===== src/mbw_pkg.sv =====
`timescale 1ns / 1ps
// ----------------------------------------------------------------------------
// mbw_pkg
// Shared types, codes and the try-order table for the maze backtracker walk.
// ----------------------------------------------------------------------------
package mbw_pkg;

    localparam int unsigned KIND_W  = 1;
    localparam int unsigned ORDER_W = 5;
    localparam int unsigned EVENT_W = 2;
    localparam int unsigned COORD_W = 5;
    localparam int unsigned DIR_W   = 2;
    localparam int unsigned DEPTH_W = 11;
    localparam int unsigned GRID_W  = 6;

    localparam logic [GRID_W-1:0]  GRID_RESET  = 6'd32;
    localparam logic [ORDER_W-1:0] ORDER_COUNT = 5'd24;

    // input kinds
    localparam logic [KIND_W-1:0] KIND_START = 1'b0;
    localparam logic [KIND_W-1:0] KIND_STEP  = 1'b1;

    typedef enum logic [EVENT_W-1:0] {
        EV_START = 2'd0,
        EV_CARVE = 2'd1,
        EV_BACK  = 2'd2,
        EV_EMPTY = 2'd3
    } t_event;

    typedef enum logic [DIR_W-1:0] {
        DIR_PCOL = 2'd0,
        DIR_PROW = 2'd1,
        DIR_NCOL = 2'd2,
        DIR_NROW = 2'd3
    } t_dir;

    // element [0] is tried first
    typedef logic [3:0][DIR_W-1:0] t_seq;

    // controller -> datapath
    typedef struct packed {
        logic accept;     // step item taken: latch order, read stack top
        logic start;      // start item taken: reset stack, begin clear sweep
        logic clr_step;   // write one visited entry of the sweep
        logic res_start;  // stage start result
        logic res_empty;  // stage empty-stack result
        logic probe;      // read visited bit of the current candidate
        logic next_k;     // advance to the next direction
        logic carve;      // mark candidate, push it, stage carve result
        logic pop;        // pop top, stage backtrack result
        logic emit;       // move staged result into the output register
    } t_cmd;

    // datapath -> controller
    typedef struct packed {
        logic depth_zero;
        logic clr_done;
        logic cand_ok;
        logic visited;
        logic last_try;
    } t_stat;

    function automatic t_seq mk_seq(input logic [DIR_W-1:0] a, input logic [DIR_W-1:0] b,
                                    input logic [DIR_W-1:0] c, input logic [DIR_W-1:0] d);
        t_seq s;
        s[0] = a;
        s[1] = b;
        s[2] = c;
        s[3] = d;
        return s;
    endfunction

    // lexicographic permutations of the four direction codes
    function automatic t_seq decode_order(input logic [ORDER_W-1:0] idx_in);
        logic [ORDER_W-1:0] idx;
        t_seq s;
        idx = (idx_in >= ORDER_COUNT) ? idx_in - ORDER_COUNT : idx_in;
        case (idx)
            5'd0:    s = mk_seq(2'd0, 2'd1, 2'd2, 2'd3);
            5'd1:    s = mk_seq(2'd0, 2'd1, 2'd3, 2'd2);
            5'd2:    s = mk_seq(2'd0, 2'd2, 2'd1, 2'd3);
            5'd3:    s = mk_seq(2'd0, 2'd2, 2'd3, 2'd1);
            5'd4:    s = mk_seq(2'd0, 2'd3, 2'd1, 2'd2);
            5'd5:    s = mk_seq(2'd0, 2'd3, 2'd2, 2'd1);
            5'd6:    s = mk_seq(2'd1, 2'd0, 2'd2, 2'd3);
            5'd7:    s = mk_seq(2'd1, 2'd0, 2'd3, 2'd2);
            5'd8:    s = mk_seq(2'd1, 2'd2, 2'd0, 2'd3);
            5'd9:    s = mk_seq(2'd1, 2'd2, 2'd3, 2'd0);
            5'd10:   s = mk_seq(2'd1, 2'd3, 2'd0, 2'd2);
            5'd11:   s = mk_seq(2'd1, 2'd3, 2'd2, 2'd0);
            5'd12:   s = mk_seq(2'd2, 2'd0, 2'd1, 2'd3);
            5'd13:   s = mk_seq(2'd2, 2'd0, 2'd3, 2'd1);
            5'd14:   s = mk_seq(2'd2, 2'd1, 2'd0, 2'd3);
            5'd15:   s = mk_seq(2'd2, 2'd1, 2'd3, 2'd0);
            5'd16:   s = mk_seq(2'd2, 2'd3, 2'd0, 2'd1);
            5'd17:   s = mk_seq(2'd2, 2'd3, 2'd1, 2'd0);
            5'd18:   s = mk_seq(2'd3, 2'd0, 2'd1, 2'd2);
            5'd19:   s = mk_seq(2'd3, 2'd0, 2'd2, 2'd1);
            5'd20:   s = mk_seq(2'd3, 2'd1, 2'd0, 2'd2);
            5'd21:   s = mk_seq(2'd3, 2'd1, 2'd2, 2'd0);
            5'd22:   s = mk_seq(2'd3, 2'd2, 2'd0, 2'd1);
            5'd23:   s = mk_seq(2'd3, 2'd2, 2'd1, 2'd0);
            default: s = mk_seq(2'd0, 2'd1, 2'd2, 2'd3);
        endcase
        return s;
    endfunction

endpackage


===== src/mbw_ctrl.sv =====
`timescale 1ns / 1ps
// ----------------------------------------------------------------------------
// mbw_ctrl
// Sequencer for clear sweep, neighbor tries and result transfer.
// ----------------------------------------------------------------------------
module mbw_ctrl
    import mbw_pkg::*;
(
    input  logic              i_clk,
    input  logic              i_rst_n,
    input  logic              i_in_valid,
    output logic              o_in_ready,
    input  logic [KIND_W-1:0] i_kind,
    output logic              o_out_valid,
    input  logic              i_out_ready,
    output t_cmd              o_cmd,
    input  t_stat             i_stat
);

    typedef enum logic [2:0] {
        S_IDLE,
        S_CLEAR,
        S_TRY,
        S_CHK,
        S_OUT
    } t_state;

    t_state r_state;
    t_state n_state;
    logic   r_out_valid;
    logic   n_out_valid;
    t_cmd   cmd;

    always_comb begin
        n_state = r_state;
        cmd     = '0;
        case (r_state)
            S_IDLE: begin
                if (i_in_valid) begin
                    if (i_kind == KIND_START) begin
                        cmd.start = 1'b1;
                        n_state   = S_CLEAR;
                    end else if (i_stat.depth_zero) begin
                        cmd.res_empty = 1'b1;
                        n_state       = S_OUT;
                    end else begin
                        cmd.accept = 1'b1;
                        n_state    = S_TRY;
                    end
                end
            end
            S_CLEAR: begin
                cmd.clr_step = 1'b1;
                if (i_stat.clr_done) begin
                    cmd.res_start = 1'b1;
                    n_state       = S_OUT;
                end
            end
            S_TRY: begin
                if (i_stat.cand_ok) begin
                    cmd.probe = 1'b1;
                    n_state   = S_CHK;
                end else if (i_stat.last_try) begin
                    cmd.pop = 1'b1;
                    n_state = S_OUT;
                end else begin
                    cmd.next_k = 1'b1;
                end
            end
            S_CHK: begin
                if (!i_stat.visited) begin
                    cmd.carve = 1'b1;
                    n_state   = S_OUT;
                end else if (i_stat.last_try) begin
                    cmd.pop = 1'b1;
                    n_state = S_OUT;
                end else begin
                    cmd.next_k = 1'b1;
                    n_state    = S_TRY;
                end
            end
            S_OUT: begin
                // output register free, or being emptied this cycle
                if (!r_out_valid || i_out_ready) begin
                    cmd.emit = 1'b1;
                    n_state  = S_IDLE;
                end
            end
            default: begin
                n_state = S_IDLE;
            end
        endcase
    end

    always_comb begin
        n_out_valid = r_out_valid;
        if (cmd.emit) begin
            n_out_valid = 1'b1;
        end else if (i_out_ready) begin
            n_out_valid = 1'b0;
        end
    end

    always_ff @(posedge i_clk) begin
        if (!i_rst_n) begin
            r_state     <= S_IDLE;
            r_out_valid <= 1'b0;
        end else begin
            r_state     <= n_state;
            r_out_valid <= n_out_valid;
        end
    end

    assign o_in_ready  = (r_state == S_IDLE);
    assign o_out_valid = r_out_valid;
    assign o_cmd       = cmd;

    a_start_sweeps: assert property (@(posedge i_clk) disable iff (!i_rst_n)
        (r_state == S_IDLE && i_in_valid && i_kind == KIND_START) |=> (r_state == S_CLEAR))
        else $error("start did not enter the clear sweep");

    a_carve_unvisited: assert property (@(posedge i_clk) disable iff (!i_rst_n)
        cmd.carve |-> (r_state == S_CHK && !i_stat.visited && $past(i_stat.cand_ok)))
        else $error("carve into a visited or out-of-range cell");

    a_pop_after_all: assert property (@(posedge i_clk) disable iff (!i_rst_n)
        cmd.pop |-> i_stat.last_try)
        else $error("pop before all directions were tried");

    a_emit_free: assert property (@(posedge i_clk) disable iff (!i_rst_n)
        cmd.emit |-> (!r_out_valid || i_out_ready))
        else $error("result overwrote an untaken result");

endmodule


===== config.mk =====
export PLATFORM = sky130hd
export DESIGN_NAME = mbw_ctrl
export DESIGN_NICKNAME = d
export VERILOG_FILES = /design/src/mbw_pkg.sv /design/src/mbw_ctrl.sv
export SDC_FILE = /design/constraint.sdc
export NUM_CORES = 1
export LEC_CHECK = 0
export BUFFER_PORTS_ARGS = -buffer_cell sky130_fd_sc_hd__buf_4
export CORE_AREA = 2 2 39 41
export CTS_BUF_LIST = sky130_fd_sc_hd__clkbuf_8
export DETAILED_ROUTE_END_ITERATION = 8
export DIE_AREA = 0 0 41 43
export GPL_ROUTABILITY_DRIVEN = 0
export GPL_TIMING_DRIVEN = 0
export PLACE_DENSITY = 0.53
export SYNTH_ARGS = -nofsm -noshare
export SYNTH_HDL_FRONTEND = slang
export SYNTH_SLANG_ARGS = --single-unit

===== constraint.sdc =====
create_clock -name i_clk -period 1.6 [get_ports i_clk]
set_input_delay 0.24 -clock i_clk [delete_from_list [all_inputs] [get_ports i_clk]]
set_output_delay 0.24 -clock i_clk [all_outputs]
set_load 0.005 [all_outputs]

==> summary.md <==
| Metric | Value |
|---|---|
| First-pass GRT wire length | 1240 um |
| H-tree levels | 1 |
| CP max stage cell | dfxtp_2 |
| Final Net Count | 79 |
| Initial Utilization | 24.2% |
| Post-CTS setup buffers | 0 |
| Post-route core utilization | roughly two fifths |
| Busiest layer in global routing | met2 |
| RSZ-0062 raised after global routing | false |
| Area growth syn-to-layout | 67.9% |
| Largest net degree at the start of global routing | 11 |
| Fmax | 675 MHz |
| VDD IR max | approximately 370 uV |
| Worst Path Buf+Inv | 1 |
| GR Overflow Total | 0 |
| Dpl hpwl | roughly 640 um |
| Internal reg-to-reg setup slack | 0.44 ns |
| Number of placement rows | 14 |
| Initial antenna violation count | 0 |
| Routed vias/inst | 4.49 |
| Die Ht | 43 um |
| R2R depth | 3 |
| Clock sinks | 4 |
| Clock root buffer | clkbuf_8 |
| Delay of the slowest cell on the worst path | 0.38 ns |
| GR Layer Usage met2 | 14.7% |
| Post-synthesis register bit count | 4 |
| Reg-to-reg endpoint | r_state[1]$_SDFFE_PN0P_ |
| Skew-Pair Late Insertion Delay | approximately 0.22 ns |
| Post-layout min period | 1.48 ns |
| Ys async rst share | 0% |
| Initial detailed-routing violation count | 1 |
| Synthesis Warnings | 0 |
| Most common cell after layout, fill and taps aside | buf_4 |
| Worst hold endpoint | o_out_valid$_SDFFE_PN0P_ |
| Hold Path Cell Cnt | 2 |
| Critical Path Stages | 4 |
| Setup TNS | 0 ns |
| Sw Pwr | roughly 0.11 mW |
| Layout filler cell count | 153 |
| Hold bufs inserted after CTS | 0 |
| Critical-path cell list | nand2b_1, o21ai_0, nor3b_1, buf_4 |
| Routed Antenna Nets | 0 |
| Mean Syn Cell Area | 7.80 sq um |
| Pwr/cell area | 802 nW/um^2 |
| # diodes | 0 |
| Syn_nets | between 50 and 60 |
| Static Leakage | around 0.26 nW |
| GR Layer Usage met3 | roughly 6.3% |
| RR Startpoint | r_state[0]$_SDFFE_PN0P_ |
| Setup Skew | 0.000831 ns |
| CORE AREA | 1380 sq um |
| Vias in the first global route | ~340 |
| Worst setup EP type | primary output |
| Number of max-cap violations | 0 |
| Full die area | 1760 sq um |
| Library cells used by synthesis | 23 |
| Worst-path clk slew | approximately 0.030 ns |
| Final setup vio count | 0 |
| Commonest non-fill, non-tap cells in the layout | 22 x buf_4, 6 x nor2_1, 4 x nand2_1 |
| Share of layout cells above drive strength 1 | between 50% and 60% |
| IO Pins | 22 |
| Sw Ratio | 25.2% |
| Tot GR Track Use | a little over a tenth |
| Hold path startpoint | i_rst_n |
| Cell Int Power | 0.338 mW |
| Die width | 41 um |
| DRC | 0 |
| Detailed Routing Iterations Pass 1 | 2 |
| Total Wirelength | 812 um |
| Hold Crit Class | input port to flip-flop |
| Yosys top cell by area | dfxtp_1 |
| Worst Path Required | 1.36 ns |
| Number of flops mapped to enable cells by yosys | 0 |
| CTS tree | done |
| Final hold violation count | 0 |
| Synth Instances | 43 |
| Total CTS buffers | 3 |
| Area share of the largest cell type after synthesis | 23.9% |
| Setup crit start kind | flip-flop |
| Outcome | finished clean |
| Slew headroom | 81.5% |
| Clock buffer depth | 2 |
| Least-Margin Pin Slew | 0.274 ns |
| Mapped Area | 335 sq um |
| Largest delay contributor family on the critical path | flip-flops |
| Arrival time of the worst setup path | 1.24 ns |
| M1 GR Usage | around an eighth |
| Port buffer count | 21 |
| WS Path Type | flip-flop to primary output |
| Clock share of power | 48.0% |
| Tcrit/Tclk final | between 90% and 100% |
| Seq/Total Area, Yosys | 23.9% |
| Comb pwr share | 26.2% |
| Ranking of synthesized cells by area | dfxtp_1 24%, nor2_1 6.7%, nor3_1 6.0%, nand2_1 5.6%, nand2b_1 5.6% |
| Final Max Slew Viols | 0 |
| Flop pwr share | between 20% and 30% |
| Top_reg_cell synth | dfxtp_1 |
| Via count | 373 |
| Max FO, Critical Path | 7 |
| Wire length per cell | 9.78 um |
[worst max path at each step]
stage                                  startpoint        to  slack [ns]
final                     r_state[0]$_SDFFE_PN0P_  o_cmd[1]        0.12
after CTS                 r_state[1]$_SDFFE_PN0P_  o_cmd[9]        0.03
after detailed placement  r_state[1]$_SDFFE_PN0P_  o_cmd[9]        0.28
after global placement    r_state[1]$_SDFFE_PN0P_  o_cmd[9]        0.27
after global routing      r_state[1]$_SDFFE_PN0P_  o_cmd[9]       0.006
after floorplan           r_state[1]$_SDFFE_PN0P_  o_cmd[9]        0.36
[timing repair]
action	CTS	global route
hold endpoints to repair	0	0
endpoints found under the setup margin	0	4
resized for setup	0	3
[layer usage]
metal  wire length (um)  vias up  part of all wire, %
met5                  0        -                    0
met4                  0        0                    0
met3                 81        0                   10
met2                381       15                   47
met1                349      159                   43
li1                   -      199                    -
[power by group through the flow]
stage	sequential, mW	clock [mW]	combinational, mW
floorplan	0.115	0	0.0630
detailed placement	0.117	0	0.117
finish	0.117	0.217	0.118
global route	0.117	0.237	0.132
CTS	0.115	0.226	0.118
global placement	0.117	0	0.117
[metrics by stage]
step,total power [mW],instance area [sq um],cells,setup WS (ns),hold WS (ns)
after floorplan,0.178,335,43,0.364,0.368
after global placement,0.234,513,80,0.268,0.498
after global routing,0.486,563,83,0.00567,0.285
final,0.451,563,83,0.120,0.271
after detailed placement,0.234,513,80,0.276,0.503
after CTS,0.459,554,83,0.0340,0.267
[synth_stat cells, types with 2 or more instances]
library cell and number:
nand2b_1 3, nor3b_1 2, and2_1 2, dfxtp_1 4
nor2_1 6, nor3_1 4, nand2_1 5, nor2b_1 2
[state kept, by name (all words and copies together), names as in the netlist]
name         flops
r_state          3
o_out_valid      1
[worst register-to-register path, cell delays in order, from the launching register on]
cell	delay, ns
dfxtp_2	0.38
mux2_2	0.36
o21ai_2	0.14
o21ba_2	0.17
[cells by family (layout without fill, tap and decap cells)]
family / after synthesis / after routing / synth area share, %
compound gates: 7 / 7 / 19.0
flops: 4 / 4 / 23.9
simple gates: 28 / 28 / 47.0
mux: 1 / 1 / 3.36
buf+inv: 3 / 27 / 6.72
[area by class of cell]
type,instances,area (sq um),area share [%]
Timing Repair Buffer,21,158,28.0
Multi-Input combinational cell,36,240,42.7
Tap cell,16,20.0,3.56
Buffer,2,18.8,3.33
Sequential cell,4,81.3,14.4
Clock buffer,3,41.3,7.33
Inverter,1,3.75,0.667
No activity file was read; power rests on OpenSTA's default activity.
